[src/rtl/core/gcs_pkg.sv]
// Shared types and constants for the gray-level contrast stretch block.
// Used by gcs_ctrl, gcs_dp and gray_contrast_stretch; depends on nothing.
package gcs_pkg;

  localparam int PIX_W     = 8;
  localparam int NUM_W     = 2 * PIX_W;
  localparam int DIV_STEPS = PIX_W;
  localparam int CNT_W     = $clog2(DIV_STEPS);

  localparam logic [PIX_W-1:0] FULL_SCALE = 8'd255;
  localparam logic [PIX_W-1:0] PIX_ZERO   = 8'd0;

  // Operation codes carried by the input item.
  localparam logic OP_MEASURE = 1'b0;
  localparam logic OP_MAP     = 1'b1;

  // Commands from the controller to the datapath.
  typedef struct packed {
    logic measure;  // fold the input pixel into the running min and max
    logic load;     // latch the scaled numerator and divisor of a map item
    logic step;     // one restoring division step
    logic emit;     // copy the finished result into the output register
  } gcs_cmd_t;

  // Status from the datapath to the controller.
  typedef struct packed {
    logic degenerate;  // current max is not above current min
  } gcs_sts_t;

endpackage

[src/rtl/core/gray_contrast_stretch.sv]
// Measure items update min and max at accept and give no result. A map item
// raises out_valid after its load, 8 divider steps and hand-off; a degenerate
// range skips the divider. No new item is taken until a map item's result has
// been handed off; measure items are taken every cycle while no map item is in
// progress. Reset (rst_n low, synchronous) sets min to 255, max to 0 and
// empties the output register.
module gray_contrast_stretch (
  input  logic                      clk,
  input  logic                      rst_n,
  input  logic                      in_valid,
  output logic                      in_stall,
  input  logic                      in_operation,
  input  logic [gcs_pkg::PIX_W-1:0] in_pixel,
  input  logic                      in_frame_start,
  output logic                      out_valid,
  input  logic                      out_stall,
  output logic [gcs_pkg::PIX_W-1:0] out_stretched_pixel,
  output logic                      out_degenerate
);
  import gcs_pkg::*;

  // The controller sequences each item; the datapath holds the running
  // minimum and maximum, the divider registers and the output payload.
  gcs_cmd_t cmd;
  gcs_sts_t sts;

  // The controller accepts an item only in its idle state. A finished result
  // sits in the output register, so a new item can be taken while the
  // downstream side is still stalling on the previous result.
  gcs_ctrl u_ctrl (
    .clk          (clk),
    .rst_n        (rst_n),
    .in_valid     (in_valid),
    .in_operation (in_operation),
    .out_stall    (out_stall),
    .sts          (sts),
    .cmd          (cmd),
    .in_stall     (in_stall),
    .out_valid    (out_valid)
  );

  // The datapath clamps the pixel into the measured range, subtracts the minimum,
  // scales by 255 and divides by the range width, one quotient bit per cycle.
  gcs_dp u_dp (
    .clk                 (clk),
    .rst_n               (rst_n),
    .cmd                 (cmd),
    .in_pixel            (in_pixel),
    .in_frame_start      (in_frame_start),
    .sts                 (sts),
    .out_stretched_pixel (out_stretched_pixel),
    .out_degenerate      (out_degenerate)
  );

endmodule

[src/rtl/core/gcs_dp.sv]
// Datapath of the contrast stretch: min/max registers, clamp and scale,
// restoring divider and output payload register. Depends on gcs_pkg.
module gcs_dp (
  input  logic                     clk,
  input  logic                     rst_n,
  input  gcs_pkg::gcs_cmd_t        cmd,
  input  logic [gcs_pkg::PIX_W-1:0] in_pixel,
  input  logic                     in_frame_start,
  output gcs_pkg::gcs_sts_t        sts,
  output logic [gcs_pkg::PIX_W-1:0] out_stretched_pixel,
  output logic                     out_degenerate
);
  import gcs_pkg::*;

  logic [PIX_W-1:0] low_r, low_nxt;
  logic [PIX_W-1:0] high_r, high_nxt;
  logic [PIX_W-1:0] rem_r, rem_nxt;
  logic [PIX_W-1:0] quo_r, quo_nxt;
  logic [PIX_W-1:0] den_r, den_nxt;
  logic             deg_r, deg_nxt;
  logic [PIX_W-1:0] res_r;
  logic             res_deg_r;

  logic             degen;
  logic [PIX_W-1:0] clamped;
  logic [PIX_W-1:0] diff;
  logic [NUM_W-1:0] num;
  logic [PIX_W:0]   trial;
  logic [PIX_W:0]   trial_sub;

  assign degen = (high_r <= low_r);
  assign sts.degenerate = degen;

  always_comb begin
    if (in_pixel < low_r) begin
      clamped = low_r;
    end else if (in_pixel > high_r) begin
      clamped = high_r;
    end else begin
      clamped = in_pixel;
    end
    diff = clamped - low_r;
    // diff * 255 written as diff * 256 - diff.
    num  = {diff, PIX_ZERO} - {PIX_ZERO, diff};
  end

  assign trial     = {rem_r, quo_r[PIX_W-1]};
  assign trial_sub = trial - {1'b0, den_r};

  always_comb begin
    low_nxt  = low_r;
    high_nxt = high_r;
    rem_nxt  = rem_r;
    quo_nxt  = quo_r;
    den_nxt  = den_r;
    deg_nxt  = deg_r;
    if (cmd.measure) begin
      if (in_frame_start) begin
        low_nxt  = in_pixel;
        high_nxt = in_pixel;
      end else begin
        if (in_pixel < low_r) low_nxt = in_pixel;
        if (in_pixel > high_r) high_nxt = in_pixel;
      end
    end
    if (cmd.load) begin
      // The quotient fits in eight bits, so the upper dividend byte is
      // already below the divisor and seeds the remainder.
      deg_nxt = degen;
      den_nxt = high_r - low_r;
      if (degen) begin
        rem_nxt = PIX_ZERO;
        quo_nxt = PIX_ZERO;
      end else begin
        rem_nxt = num[NUM_W-1:PIX_W];
        quo_nxt = num[PIX_W-1:0];
      end
    end
    if (cmd.step) begin
      if (!trial_sub[PIX_W]) begin
        rem_nxt = trial_sub[PIX_W-1:0];
        quo_nxt = {quo_r[PIX_W-2:0], 1'b1};
      end else begin
        rem_nxt = trial[PIX_W-1:0];
        quo_nxt = {quo_r[PIX_W-2:0], 1'b0};
      end
    end
  end

  always_ff @(posedge clk) begin
    if (!rst_n) begin
      low_r  <= FULL_SCALE;
      high_r <= PIX_ZERO;
    end else begin
      low_r  <= low_nxt;
      high_r <= high_nxt;
    end
    rem_r <= rem_nxt;
    quo_r <= quo_nxt;
    den_r <= den_nxt;
    deg_r <= deg_nxt;
    if (cmd.emit) begin
      res_r     <= quo_r;
      res_deg_r <= deg_r;
    end
  end

  assign out_stretched_pixel = res_r;
  assign out_degenerate      = res_deg_r;

endmodule

[src/rtl/core/gcs_ctrl.sv]
// Controller of the contrast stretch: sequences accept, division steps and
// result hand-off, and owns the output valid. Depends on gcs_pkg.
module gcs_ctrl (
  input  logic              clk,
  input  logic              rst_n,
  input  logic              in_valid,
  input  logic              in_operation,
  input  logic              out_stall,
  input  gcs_pkg::gcs_sts_t sts,
  output gcs_pkg::gcs_cmd_t cmd,
  output logic              in_stall,
  output logic              out_valid
);
  import gcs_pkg::*;

  typedef enum logic [1:0] {
    S_IDLE,
    S_DIV,
    S_FIN
  } state_t;

  state_t           state_r, state_nxt;
  logic [CNT_W-1:0] cnt_r, cnt_nxt;
  logic             out_valid_r, out_valid_nxt;
  logic             in_fire;
  logic             slot_free;

  localparam logic [CNT_W-1:0] CNT_LAST = CNT_W'(DIV_STEPS - 1);
  localparam logic [CNT_W-1:0] CNT_ZERO = '0;

  assign in_stall  = (state_r != S_IDLE);
  assign in_fire   = in_valid && !in_stall;
  assign slot_free = !out_valid_r || !out_stall;

  always_comb begin
    state_nxt     = state_r;
    cnt_nxt       = cnt_r;
    out_valid_nxt = out_valid_r && out_stall;
    cmd           = '0;
    case (state_r)
      S_IDLE: begin
        if (in_fire) begin
          if (in_operation == OP_MEASURE) begin
            cmd.measure = 1'b1;
          end else begin
            cmd.load = 1'b1;
            cnt_nxt  = CNT_ZERO;
            state_nxt = sts.degenerate ? S_FIN : S_DIV;
          end
        end
      end
      S_DIV: begin
        cmd.step = 1'b1;
        cnt_nxt  = cnt_r + 1'b1;
        if (cnt_r == CNT_LAST) begin
          state_nxt = S_FIN;
        end
      end
      S_FIN: begin
        if (slot_free) begin
          cmd.emit      = 1'b1;
          out_valid_nxt = 1'b1;
          state_nxt     = S_IDLE;
        end
      end
      default: begin
        state_nxt = S_IDLE;
      end
    endcase
  end

  always_ff @(posedge clk) begin
    if (!rst_n) begin
      state_r     <= S_IDLE;
      cnt_r       <= CNT_ZERO;
      out_valid_r <= 1'b0;
    end else begin
      state_r     <= state_nxt;
      cnt_r       <= cnt_nxt;
      out_valid_r <= out_valid_nxt;
    end
  end

  assign out_valid = out_valid_r;

  a_cmd_exclusive : assert property (@(posedge clk) disable iff (!rst_n)
    $onehot0(cmd))
    else $error("gcs_ctrl: more than one datapath command at once");

  a_emit_slot : assert property (@(posedge clk) disable iff (!rst_n)
    cmd.emit |-> (!out_valid_r || !out_stall))
    else $error("gcs_ctrl: result emitted over an untaken result");

  a_map_to_div : assert property (@(posedge clk) disable iff (!rst_n)
    (in_fire && in_operation == OP_MAP && !sts.degenerate) |=> state_r == S_DIV)
    else $error("gcs_ctrl: map item did not start the division");

  a_div_runs : assert property (@(posedge clk) disable iff (!rst_n)
    (state_r == S_DIV && cnt_r != CNT_LAST) |=> (state_r == S_DIV && cmd.step))
    else $error("gcs_ctrl: division left before its last step");

endmodule
[config.mk]
export PLATFORM = sky130hd
export DESIGN_NAME = gray_contrast_stretch
export DESIGN_NICKNAME = d
export VERILOG_FILES = /design/src/rtl/core/gcs_pkg.sv /design/src/rtl/core/gray_contrast_stretch.sv /design/src/rtl/core/gcs_dp.sv /design/src/rtl/core/gcs_ctrl.sv
export SDC_FILE = /design/constraint.sdc
export NUM_CORES = 1
export LEC_CHECK = 0
export ABC_AREA = 1
export BUFFER_PORTS_ARGS = -buffer_cell sky130_fd_sc_hd__clkbuf_2
export CAP_MARGIN = 20
export CELL_PAD_IN_SITES_DETAIL_PLACEMENT = 0
export CELL_PAD_IN_SITES_GLOBAL_PLACEMENT = 2
export CORE_MARGIN = 2
export CORE_UTILIZATION = 35
export CTS_CLUSTER_SIZE = 12
export DETAILED_ROUTE_END_ITERATION = 10
export GPL_ROUTABILITY_DRIVEN = 1
export GPL_TIMING_DRIVEN = 0
export HOLD_SLACK_MARGIN = 0.03
export PLACE_DENSITY = 0.87
export RECOVER_POWER = 50
export SLEW_MARGIN = 5
export SYNTH_ARGS = -nofsm -noshare
export SYNTH_HDL_FRONTEND = slang
export SYNTH_SLANG_ARGS = --single-unit
[constraint.sdc]
create_clock -name clk -period 5.3 [get_ports clk]
set_input_delay 1.06 -clock clk [delete_from_list [all_inputs] [get_ports clk]]
set_output_delay 1.06 -clock clk [all_outputs]
set_load 0.02 [all_outputs]
==> summary.md, run 1 <==
| Metric | Value |
|---|---|
| Status | `finished, final reports clean` |
| Count of distinct cell types in the synthesized netlist | `38` |
| # DRC | `0` |
| Cell Area, Synth | `3900 um^2` |
| Unrepaired setup endpoints after global routing | `no` |
| Worst IR drop on VDD | `0.125 mV` |
| Top achievable clock speed | `209 MHz` |
| Routed length per placed instance | `13.0 um` |
| Slew Limit Headroom | `40.4%` |
| H-tree levels | `2` |
| Rows | `38` |
| Leakage Power | `0.00204 uW` |
| Total wire length | `8630 um` |
| Sequential share of the synthesized area | `37.4%` |
| Final setup violating endpoints | `0` |
| Class of the tightest hold or removal check | `flop to flop` |
| Peak fanout along the critical path | `10` |
| Final setup skew | `9.08 ps` |
| Global-route congestion overflow total | `0` |
| Element type at the critical path end | `flop` |
| Clock sink total | `56` |
| Worst-margin pin slew | `890 ps` |
| Cell Area, Placed | `4200 um^2` |
| Hold Buf Count CTS | `0` |
| Sum of negative setup slack | `0 ps` |
| Library cell occupying the most area in the post-synthesis netlist | `sky130_fd_sc_hd__edfxtp_1` |
| Clk root buf | `sky130_fd_sc_hd__clkbuf_8` |
| Critical path start-end classification | `primary input to flop` |
| Maximum number of pins on one net before global-route repair | `19` |
| Most frequent cells after synthesis | `sky130_fd_sc_hd__nand2_1 (142), sky130_fd_sc_hd__inv_1 (75), sky130_fd_sc_hd__ha_1 (41)` |
| EDFF count, synth | `34` |
| Layout cell share with drive strength beyond 1 | `8.24%` |
| Final instance area | `4270 um^2` |
| Number of antenna violations at the first check in global routing | `0` |
| Area of the core | `10,800 um^2` |
| Port Buffers | `23` |
| Net count of the finished layout | `579` |
| Top cells by area, synth | `sky130_fd_sc_hd__edfxtp_1 (26%), sky130_fd_sc_hd__nand2_1 (14%), sky130_fd_sc_hd__ha_1 (13%), sky130_fd_sc_hd__dfxtp_1 (11%), sky130_fd_sc_hd__inv_1 (7.2%)` |
| Post_cts resized | `0` |
| WP data required | `5380 ps` |
| Total track usage | `15.8%` |
| Most repeated cell in the gate-level netlist after synthesis | `sky130_fd_sc_hd__nand2_1` |
| Maximum clock insertion buffer count | `2` |
| Number of buffers added by the clock tree synthesis step | `5` |
| Io pins | `25` |
| Average via count per standard cell | `4.67` |
| Post CTS Setup Buffer Count | `0` |
| Most common flop cell mapped by yosys | `sky130_fd_sc_hd__edfxtp_1` |
| Antenna Nets Post-Route | `0` |
| Antenna fix cells | `0` |
| Placer's final routability congestion estimate | `0.806` |
| Areal power density over the cells | `305 nW/um^2` |
| Yosys warning count | `0` |
| Number of register bits inferred by synthesis | `56` |
| Post-synth top area share | `26.1%` |
| HPWL reported at the end of detailed placement | `6970 um` |
| Die extent in y | `110 um` |
| Period utilisation layout | `90.3%` |
| Final std cells w/o fill | `662` |
| Arrival time worst endpoint | `4870 ps` |
| Total placed cells including tap cells | `654` |
| Clock-pin transition on the worst setup and hold timing paths | `100 ps` |
| Post-layout total power | `1300 uW` |
| Vias | `3,094` |
| Net count after synthesis | `549` |
| TritonCTS clock tree | `built` |
| Synth-to-Final Area Change | `9.42%` |
| Average size of a mapped cell | `7.95 um^2` |
| Die Outline Area | `12,000 um^2` |
| Proportion of synthesized flip-flops having asynchronous set or reset | `0%` |
| Via count of the first global-routing pass | `2,971` |
| End-of-flow core utilization | `39.4%` |
| Clock latency on the worst-skew pair | `320 ps` |
| Iteration-0 DRC count of the detailed router | `79` |
| Number of max-capacitance violations reported | `0` |
| Horizontal die dimension | `110 um` |
| Initial Util | `36.0%` |
| TritonRoute pass-1 iters | `4` |
| Worst Setup Start Kind | `primary input` |
| First-pass GRT wire length | `14,600 um` |
| Final hold vios | `0` |
| Gate count after technology mapping | `491` |
| Max Slew Vio Count | `0` |
| Time the final worst path needs with I/O delays and setup | `4790 ps` |
## state kept, by name, summed over array words and instances (netlist names)
name                      cells
u_ctrl.cnt_r                  3
u_ctrl.out_valid              1
u_ctrl.state_r                2
u_dp.out_stretched_pixel      8
u_dp.out_degenerate           1
u_dp.deg_r                    1
u_dp.quo_r                    8
u_dp.low_r                    8
u_dp.den_r                    8
u_dp.high_r                   8
u_dp.rem_r                    8
## layout by cell type, fill, tap and decap left out, drive strengths merged
cell    count
xor2       11
nor3        2
buf         1
o211ai     12
dfxtp      22
nand3b      1
a21o        2
nor2       22
inv        79
edfxtp     34
nand3      25
clkbuf     35
o21a        1
xnor2       6
nand2     145
fa          3
o21ai      36
a211oi      1
and2        1
nand4       4
clkinv      2
ha         41
o22ai       1
a21oi      31
or2         4
## metal layers
metal  track usage, %  vias up  share of wire, %
met4             5.15        0               2.0
li1                 -     1669                 -
met3             2.13       12               1.9
met5                0        -                 0
met2             27.9       31                48
met1             19.8     1382                48
## report_power, final
part / switching (uW) / leakage, uW / internal [uW] / total [uW]
Clock: 152 / 0.0000485 / 95.3 / 248
Sequential: 17.4 / 0.000498 / 504 / 521
Combinational: 344 / 0.00150 / 192 / 535
## cell type report
class | count | area [um^2]
clock buffers | 5 | 68.8
repair buffers | 23 | 100
well taps | 140 | 175
clock inverters | 3 | 22.5
plain buffers | 8 | 41.3
multi-input cells | 349 | 2110
fillers | 1154 | 6570
flip-flops and latches | 56 | 1460
inverters | 78 | 293
## metrics by stage
stage	setup WS [ps]	hold WS, ps
final	512	440
after global routing	98.5	466
after CTS	347	436
after detailed placement	27.0	411
after global placement	38.3	405
after floorplan	910	400
## worst max-delay path, cell delays in order
cell and delay (ps):
sky130_fd_sc_hd__clkbuf_2 140, sky130_fd_sc_hd__ha_1 320, sky130_fd_sc_hd__a21oi_1 170, sky130_fd_sc_hd__nor2_1 50
sky130_fd_sc_hd__nor2_1 100, sky130_fd_sc_hd__nand2_1 80, sky130_fd_sc_hd__nand2_1 220, sky130_fd_sc_hd__clkbuf_2 260
sky130_fd_sc_hd__nand2_1 80, sky130_fd_sc_hd__o211ai_1 130, sky130_fd_sc_hd__o21ai_0 170, sky130_fd_sc_hd__ha_1 250
sky130_fd_sc_hd__fa_1 560, sky130_fd_sc_hd__ha_1 240, sky130_fd_sc_hd__inv_1 50, sky130_fd_sc_hd__nor2_1 120
sky130_fd_sc_hd__nand2_2 90, sky130_fd_sc_hd__nor2_1 100, sky130_fd_sc_hd__nand2_1 80, sky130_fd_sc_hd__nor2_2 160
sky130_fd_sc_hd__nand3_2 130, sky130_fd_sc_hd__nand2_1 80, sky130_fd_sc_hd__nand2_1 50, sky130_fd_sc_hd__nand3_1 110
sky130_fd_sc_hd__nand2_1 60
## final timing paths
| path | from | cells past startpoint | slack, ps | to |
|---|---|---|---|---|
| worst max-delay path | in_pixel[5] | 25 | 510 | u_dp.rem_r[4] |
| worst min-delay path | u_dp.deg_r | 0 | 440 | u_dp.out_degenerate |
| worst max register to register | u_dp.high_r[7] | 24 | 940 | u_dp.rem_r[4] |
| worst min register to register | u_dp.deg_r | 0 | 440 | u_dp.out_degenerate |
## kinds of logic after synthesis
kind of cell / after synthesis / synth area share [%]
AOI/OAI and AO/OA: 84 / 12.2
xor gates and xnor gates: 17 / 4.87
buffers and inverters: 86 / 8.52
DFF: 56 / 37.4
adders and majority gates: 44 / 14.7
and+or+nand+nor: 204 / 22.3
Power figures use the tool's default switching activity.
==> run 2, diff against run 1 <==
Settings changed: CELL_PAD_IN_SITES_DETAIL_PLACEMENT 0 to not set, CELL_PAD_IN_SITES_GLOBAL_PLACEMENT 2 to not set, CORE_ASPECT_RATIO set to 0.5, PLACE_DENSITY 0.87 to not set, PLACE_DENSITY_LB_ADDON set to 0.1.
==> run 2 against run 1 <==
  * Global-route usage rose by 0.14 points
  * Highest routed layer unchanged
  * Critical path type unchanged
  * Sequential share of layout area fell by 0.48 points
  * Non-clock buffer count fell by 1
==> summary.md, run 2 (synthesized netlist as in run 1, its figures left out) <==
| Metric | Value |
|---|---|
| Maximum number of pins on one net before global-route repair | `20 (+1)` |
| Peak fanout along the critical path | `16 (+6)` |
| Period utilisation layout | `88.6% (-1.8 points)` |
| Count of filler cells inserted in the layout | `1,197 (+3.7%)` |
| Slew Limit Headroom | `42.4% (+2.0 points)` |
| Routed length per placed instance | `13.3 um (+1.9%)` |
| Top achievable clock speed | `213 MHz (+2.0%)` |
| Global-route congestion overflow total | `0 (unchanged)` |
| Max Slew Vio Count | `0 (unchanged)` |
| Worst Setup Start Kind | `primary input` |
| H-tree levels | `2 (unchanged)` |
| Layout cell share with drive strength beyond 1 | `7.87% (-0.37 points)` |
| Io pins | `25 (unchanged)` |
| Net count of the finished layout | `578 (-0.17%)` |
| Leakage Power | `0.00206 uW (+0.79%)` |
| Clock sink total | `56 (unchanged)` |
| Post-route worst setup slack | `606 ps (+94.9 ps)` |
| Number of antenna violations at the first check in global routing | `0 (unchanged)` |
| Worst-margin pin slew | `860 ps (-29.9 ps)` |
| Die extent in y | `78.7 um (-28%)` |
| Antenna fix cells | `0 (unchanged)` |
| Arrival time worst endpoint | `4760 ps (-110 ps)` |
| Die Outline Area | `12,100 um^2 (+0.43%)` |
| Synth-to-Final Area Change | `11.0%` |
| TritonRoute pass-1 iters | `4 (unchanged)` |
| Horizontal die dimension | `153 um (+40%)` |
| Port Buffers | `23 (unchanged)` |
| # DRC | `0 (unchanged)` |
| Number of max-capacitance violations reported | `0 (unchanged)` |
| Unrepaired setup endpoints after global routing | `no` |
| Sum of negative setup slack | `0 ps (unchanged)` |
| Post CTS Setup Buffer Count | `0 (unchanged)` |
| Areal power density over the cells | `328 nW/um^2 (+7.4%)` |
| Post-Place Worst Slack | `72.4 ps (+45.4 ps)` |
| Maximum clock insertion buffer count | `2 (unchanged)` |
| Worst IR drop on VDD | `0.159 mV (+27%)` |
| Clock-pin transition on the worst setup and hold timing paths | `80 ps (-20 ps)` |
| Clk root buf | `sky130_fd_sc_hd__clkbuf_16` |
| Clock latency on the worst-skew pair | `300 ps (-20 ps)` |
| Area of the core | `10,900 um^2 (+0.97%)` |
| Total track usage | `16.0% (+0.14 points)` |
| Iteration-0 DRC count of the detailed router | `132 (+67%)` |
| Total wire length | `8850 um (+2.5%)` |
| Final setup skew | `5.66 ps (-3.42 ps)` |
| Average via count per standard cell | `4.59 (-1.9%)` |
| Time the final worst path needs with I/O delays and setup | `4690 ps (-94.9 ps)` |
| Final setup violating endpoints | `0 (unchanged)` |
| Rows | `27 (-29%)` |
| Hold Buf Count CTS | `0 (unchanged)` |
| WP data required | `5360 ps (-20 ps)` |
| Class of the tightest hold or removal check | `flop to flop` |
| Initial Util | `35.7% (-0.35 points)` |
| First-pass GRT wire length | `15,200 um (+3.6%)` |
| TritonCTS clock tree | `built` |
| R2R setup slack | `1050 ps (+110 ps)` |
| Most common cell after layout, fill and taps aside | `sky130_fd_sc_hd__nand2_1` |
| Commonest cells after routing, fill and taps aside | `sky130_fd_sc_hd__nand2_1 (142), sky130_fd_sc_hd__inv_1 (75), sky130_fd_sc_hd__ha_1 (41), sky130_fd_sc_hd__edfxtp_1 (34), sky130_fd_sc_hd__o21ai_0 (33)` |
| Status | `finished, final reports clean` |
| Post_cts resized | `0 (unchanged)` |
| Element type at the critical path end | `flop` |
| Antenna Nets Post-Route | `0 (unchanged)` |
| Number of buffers added by the clock tree synthesis step | `5 (unchanged)` |
| Via count of the first global-routing pass | `2,952 (-0.64%)` |
| Vias | `3,054 (-1.3%)` |
| Final hold vios | `0 (unchanged)` |
| Placer's final routability congestion estimate | `0.818 (+1.4%)` |
| HPWL reported at the end of detailed placement | `7130 um (+2.3%)` |
| Critical path start-end classification | `primary input to flop` |
run 2: final timing paths:
check | from | end | depth (start not counted)
min | u_dp.deg_r | u_dp.out_degenerate | 0
max | in_pixel[7] | u_dp.rem_r[4] | 23
min reg2reg | u_dp.deg_r | u_dp.out_degenerate | 0
max reg2reg | u_dp.high_r[7] | u_dp.rem_r[4] | 23
run 2: power by group:
part	leakage (uW)	internal, uW	switching [uW]
logic	0.00149	191	354
clock network	0.0000719	180	174
registers	0.000498	504	17.9
run 2: cell type report:
| class | count | area (um^2) | share of cell area [%] |
|---|---|---|---|
| Timing Repair Buffer | 23 | 98.8 | 2.28 |
| Tap cell | 145 | 181 | 4.19 |
| Sequential cell | 56 | 1460 | 33.7 |
| Inverter | 78 | 293 | 6.76 |
| Buffer | 7 | 36.3 | 0.837 |
| Clock inverter | 3 | 27.5 | 0.635 |
| Clock buffer | 5 | 125 | 2.89 |
| Multi-Input combinational cell | 349 | 2110 | 48.7 |
run 2: through the flow:
| step | power (uW) | hold slack (ps) | cell area (um^2) | util, % | cells |
|---|---|---|---|---|---|
| floorplan | 951 | 400 | 3910 | - | 491 |
| global placement | 1080 | 402 | 4200 | 38.4 | 659 |
| detailed placement | 1090 | 433 | 4200 | 38.4 | 659 |
| CTS | 1450 | 452 | 4350 | 39.8 | 667 |
| global route | 1550 | 468 | 4330 | 39.6 | 666 |
| finish | 1420 | 451 | 4330 | 39.6 | 666 |
run 2: per-layer routing:
| metal | track usage, % | up-vias | routed length [um] |
|---|---|---|---|
| li1 | - | 1664 | - |
| met1 | 23.9 | 1358 | 4950 |
| met2 | 24.3 | 29 | 3670 |
| met3 | 3.00 | 3 | 211 |
| met4 | 2.66 | 0 | 21 |
| met5 | 0 | - | 0 |
run 2: critical path, cell delays in order:
cell,delay (ps)
sky130_fd_sc_hd__clkbuf_2,130
sky130_fd_sc_hd__ha_1,310
sky130_fd_sc_hd__nand2_1,70
sky130_fd_sc_hd__nor2_1,190
sky130_fd_sc_hd__nand4_1,160
sky130_fd_sc_hd__nand2_1,390
sky130_fd_sc_hd__nand2_1,90
sky130_fd_sc_hd__o211ai_1,90
sky130_fd_sc_hd__o21ai_0,130
sky130_fd_sc_hd__ha_1,230
sky130_fd_sc_hd__fa_1,580
sky130_fd_sc_hd__ha_1,250
sky130_fd_sc_hd__inv_1,60
sky130_fd_sc_hd__nor2_1,130
sky130_fd_sc_hd__nand2_2,90
sky130_fd_sc_hd__nor2_1,100
sky130_fd_sc_hd__nand2_1,80
sky130_fd_sc_hd__nor2_2,180
sky130_fd_sc_hd__nand3_2,160
sky130_fd_sc_hd__nand2_1,90
sky130_fd_sc_hd__nand2_1,50
sky130_fd_sc_hd__nand3_1,80
sky130_fd_sc_hd__nand2_1,50
==> run 3, diff against run 2 <==
Settings changed: ABC_AREA 1 to not set.
==> run 3 against run 2 <==
  * Utilization grew 0.94 points
  * Worst hold slack worse by 20 ps
  * Register-to-register slack got worse by 370 ps
  * Clock-buffer cell count is the same
  * Highest routed layer unchanged
==> summary.md, run 3 <==
| Metric | Value |
|---|---|
| Antenna Nets Post-Route | `0 (unchanged)` |
| Peak fanout along the critical path | `10 (-6)` |
| Via count of the first global-routing pass | `3,040 (+3.0%)` |
| Hold Buf Count CTS | `0 (unchanged)` |
| Antenna fix cells | `0 (unchanged)` |
| Post-route worst setup slack | `287 ps (-319 ps)` |
| Average size of a mapped cell | `9.26 um^2 (+16%)` |
| Worst IR drop on VDD | `0.134 mV (-16%)` |
| Maximum clock insertion buffer count | `2 (unchanged)` |
| Class of the tightest hold or removal check | `flop to flop` |
| Critical path start-end classification | `primary input to flop` |
| Commonest cells after routing, fill and taps aside | `sky130_fd_sc_hd__nand2_1 (49), sky130_fd_sc_hd__ha_1 (41), sky130_fd_sc_hd__inv_1 (40), sky130_fd_sc_hd__nor2_1 (35), sky130_fd_sc_hd__edfxtp_1 (34)` |
| Net count of the finished layout | `521 (-9.9%)` |
| Top achievable clock speed | `200 MHz (-6.4%)` |
| Period utilisation layout | `94.6% (+6.0 points)` |
| Total track usage | `16.9% (+0.95 points)` |
| Placer's final routability congestion estimate | `0.805 (-1.6%)` |
| Library cell occupying the most area in the post-synthesis netlist | `sky130_fd_sc_hd__edfxtp_1` |
| Net count after synthesis | `488 (-11%)` |
| Gate count after technology mapping | `430 (-12%)` |
| Cell type group with the largest total delay on the critical path | `simple AND/OR/NAND/NOR gates` |
| Most frequent cells after synthesis | `sky130_fd_sc_hd__nand2_1 (49), sky130_fd_sc_hd__ha_1 (41), sky130_fd_sc_hd__inv_1 (40)` |
| Post-Place Worst Slack | `-814 ps (-886 ps)` |
| Maximum number of pins on one net before global-route repair | `20 (unchanged)` |
| Post-synth top area share | `25.6% (-0.51 points)` |
| Maximum single-stage delay on the critical path | `610 ps (+30 ps)` |
| Worst Setup Start Kind | `primary input` |
| Worst-margin pin slew | `896 ps (+35.7 ps)` |
| Number of antenna violations at the first check in global routing | `0 (unchanged)` |
| Count of distinct cell types in the synthesized netlist | `60 (+58%)` |
| Iteration-0 DRC count of the detailed router | `183 (+39%)` |
| Io pins | `25 (unchanged)` |
| Sequential share of the synthesized area | `36.7% (-0.73 points)` |
| Cell with the biggest individual delay on the critical path | `sky130_fd_sc_hd__fa_1` |
| Layout cell share with drive strength beyond 1 | `11.0% (+3.1 points)` |
| Clock latency on the worst-skew pair | `300 ps (about the same)` |
| Clk root buf | `sky130_fd_sc_hd__clkbuf_16` |
| HPWL reported at the end of detailed placement | `7560 um (+6.1%)` |
| Sum of negative setup slack | `0 ps (unchanged)` |
| Final hold vios | `0 (unchanged)` |
| EDFF count, synth | `34 (unchanged)` |
| Proportion of synthesized flip-flops having asynchronous set or reset | `0% (unchanged)` |
| Average via count per standard cell | `5.14 (+12%)` |
| WP data required | `5450 ps (+90 ps)` |
| Number of max-capacitance violations reported | `0 (unchanged)` |
| Initial Util | `36.1% (+0.37 points)` |
| Vias | `3,132 (+2.6%)` |
| Leakage Power | `0.00187 uW (-9.2%)` |
| Final setup violating endpoints | `0 (unchanged)` |
| Clock-pin transition on the worst setup and hold timing paths | `80 ps (about the same)` |
| Count of filler cells inserted in the layout | `1,113 (-7.0%)` |
| Cell Area, Synth | `3980 um^2 (+2.0%)` |
| Die Outline Area | `12,300 um^2 (+1.9%)` |
| Top cells by area, synth | `sky130_fd_sc_hd__edfxtp_1 (26%), sky130_fd_sc_hd__ha_1 (13%), sky130_fd_sc_hd__dfxtp_1 (11%), sky130_fd_sc_hd__nand2_1 (4.6%), sky130_fd_sc_hd__inv_1 (3.8%)` |
| Areal power density over the cells | `270 nW/um^2 (-18%)` |
| Total area of sequential cells | `1460 um^2 (unchanged)` |
| Port Buffers | `24 (+4.3%)` |
| First-pass GRT wire length | `16,100 um (+6.3%)` |
| Most repeated cell in the gate-level netlist after synthesis | `sky130_fd_sc_hd__nand2_1` |
| Horizontal die dimension | `155 um (+0.96%)` |
| Most common flop cell mapped by yosys | `sky130_fd_sc_hd__edfxtp_1` |
| TritonRoute pass-1 iters | `4 (unchanged)` |
| Area of combinational cells with multiple inputs | `2380 um^2 (+13%)` |
| Element type at the critical path end | `flop` |
| Status | `finished, final reports clean` |
| Routed length per placed instance | `15.9 um (+19%)` |
| Most common cell after layout, fill and taps aside | `sky130_fd_sc_hd__nand2_1` |
| # DRC | `0 (unchanged)` |
| Number of register bits inferred by synthesis | `56 (unchanged)` |
| Total wire length | `9650 um (+9.1%)` |
| Slew Limit Headroom | `40.3% (-2.2 points)` |
| Number of buffers added by the clock tree synthesis step | `5 (unchanged)` |
| Arrival time worst endpoint | `5160 ps (+400 ps)` |
| Time the final worst path needs with I/O delays and setup | `5010 ps (+319 ps)` |
| Most common cell type on the critical path | `sky130_fd_sc_hd__ha_1` |
| Final setup skew | `4.03 ps (-1.63 ps)` |
| Rows | `27 (unchanged)` |
| Global-route congestion overflow total | `0 (unchanged)` |
| Die extent in y | `79.4 um (+0.94%)` |
| Yosys warning count | `0 (unchanged)` |
| H-tree levels | `2 (unchanged)` |
| Clock sink total | `56 (unchanged)` |
| Synth-to-Final Area Change | `12.4%` |
| Sum of buffers and inverters on the critical path | `2 (unchanged)` |
| Cell-by-cell listing of the critical path | `clkbuf_2, ha_1, a211oi_2, nor2_1, o31ai_4, buf_6, a21oi_1, nor2_1, a21oi_1, ha_1, fa_1, ha_1, nand2_1, nor2_2, nand2_1, or3_4, or4_1, o211ai_2` |
| Area of the core | `11,000 um^2 (+0.93%)` |
| TritonCTS clock tree | `built` |
| Max Slew Vio Count | `0 (unchanged)` |
## run 3: cell types whose count changed in the layout (fill, tap and decap cells not counted), sizes merged, moves of 14 or more
cell,previous run,this run
inv,79,42
mux2i,0,15
nand3,25,10
nor2b,0,18
nand2,145,49
nor2,22,36
## run 3: power by group
part | internal (uW) | switching, uW | total (uW)
Sequential | 481 | 12.5 | 493
Clock | 180 | 179 | 359
Combinational | 141 | 215 | 355
Total | 801 | 406 | 1210
## run 3: worst register-to-register path, cell delays in order, from the launching register on
cell,delay (ps)
sky130_fd_sc_hd__dfxtp_1,420
sky130_fd_sc_hd__inv_1,100
sky130_fd_sc_hd__ha_1,320
sky130_fd_sc_hd__a211oi_2,260
sky130_fd_sc_hd__nor2_1,130
sky130_fd_sc_hd__o31ai_4,320
sky130_fd_sc_hd__buf_6,180
sky130_fd_sc_hd__a21oi_1,80
sky130_fd_sc_hd__nor2_1,100
sky130_fd_sc_hd__a21oi_1,50
sky130_fd_sc_hd__ha_1,250
sky130_fd_sc_hd__fa_1,610
sky130_fd_sc_hd__ha_1,240
sky130_fd_sc_hd__nand2_1,100
sky130_fd_sc_hd__nor2_2,160
sky130_fd_sc_hd__nand2_1,120
sky130_fd_sc_hd__or3_4,390
sky130_fd_sc_hd__or4_1,550
sky130_fd_sc_hd__o211ai_2,90
## run 3: final timing paths
| check | slack [ps] | end | startpoint | cells past startpoint |
|---|---|---|---|---|
| worst max register to register | 680 | u_dp.rem_r[0] | u_dp.high_r[5] | 18 |
| worst min register to register | 430 | u_dp.out_degenerate | u_dp.deg_r | 0 |
| worst min-delay path | 430 | u_dp.out_degenerate | u_dp.deg_r | 0 |
| worst max-delay path | 290 | u_dp.rem_r[0] | in_pixel[5] | 18 |
## run 3: logic make-up (layout without fill, tap and decap cells)
group / count (synthesis) / count (layout) / synth area share, %
AOI/OAI and AO/OA: 103 / 103 / 18.2
xor gates and xnor gates: 14 / 14 / 3.46
adders and majority gates: 44 / 44 / 14.4
buffers and inverters: 48 / 82 / 4.52
DFF: 56 / 56 / 36.7
muxes: 17 / 17 / 4.34
and+or+nand+nor: 148 / 148 / 18.4
## run 3: metrics by stage
stage	std cells	power (uW)	util, %	hold WS (ps)	instance area, um^2
floorplan	430	754	-	400	3980
global placement	599	847	38.8	416	4280
detailed placement	599	846	38.8	417	4280
CTS	607	1210	40.3	437	4450
global route	609	1290	40.5	446	4480
finish	609	1210	40.5	430	4480
## run 3: per-layer routing
| layer | track usage (%) | vias up | share of wire [%] |
|---|---|---|---|
| met5 | 0 | - | 0 |
| met2 | 25.5 | 43 | 42 |
| met3 | 2.93 | 4 | 3.4 |
| li1 | - | 1616 | - |
| met4 | 3.15 | 0 | 0.46 |
| met1 | 25.4 | 1469 | 55 |
## run 3: what timing repair did
item,CTS,global route
endpoints found under the setup margin,10,9
resized for setup,3,9
pin swaps,0,1
setup buffers,0,2
hold endpoints to repair,0,0
## run 3: final cells by class
class	count	area share, %
Buffer	8	0.838
Sequential cell	56	32.6
Multi-Input combinational cell	326	53.1
Tap cell	145	4.05
Timing Repair Buffer	26	2.65
Clock inverter	3	0.559
Clock buffer	5	2.79
Inverter	40	3.35
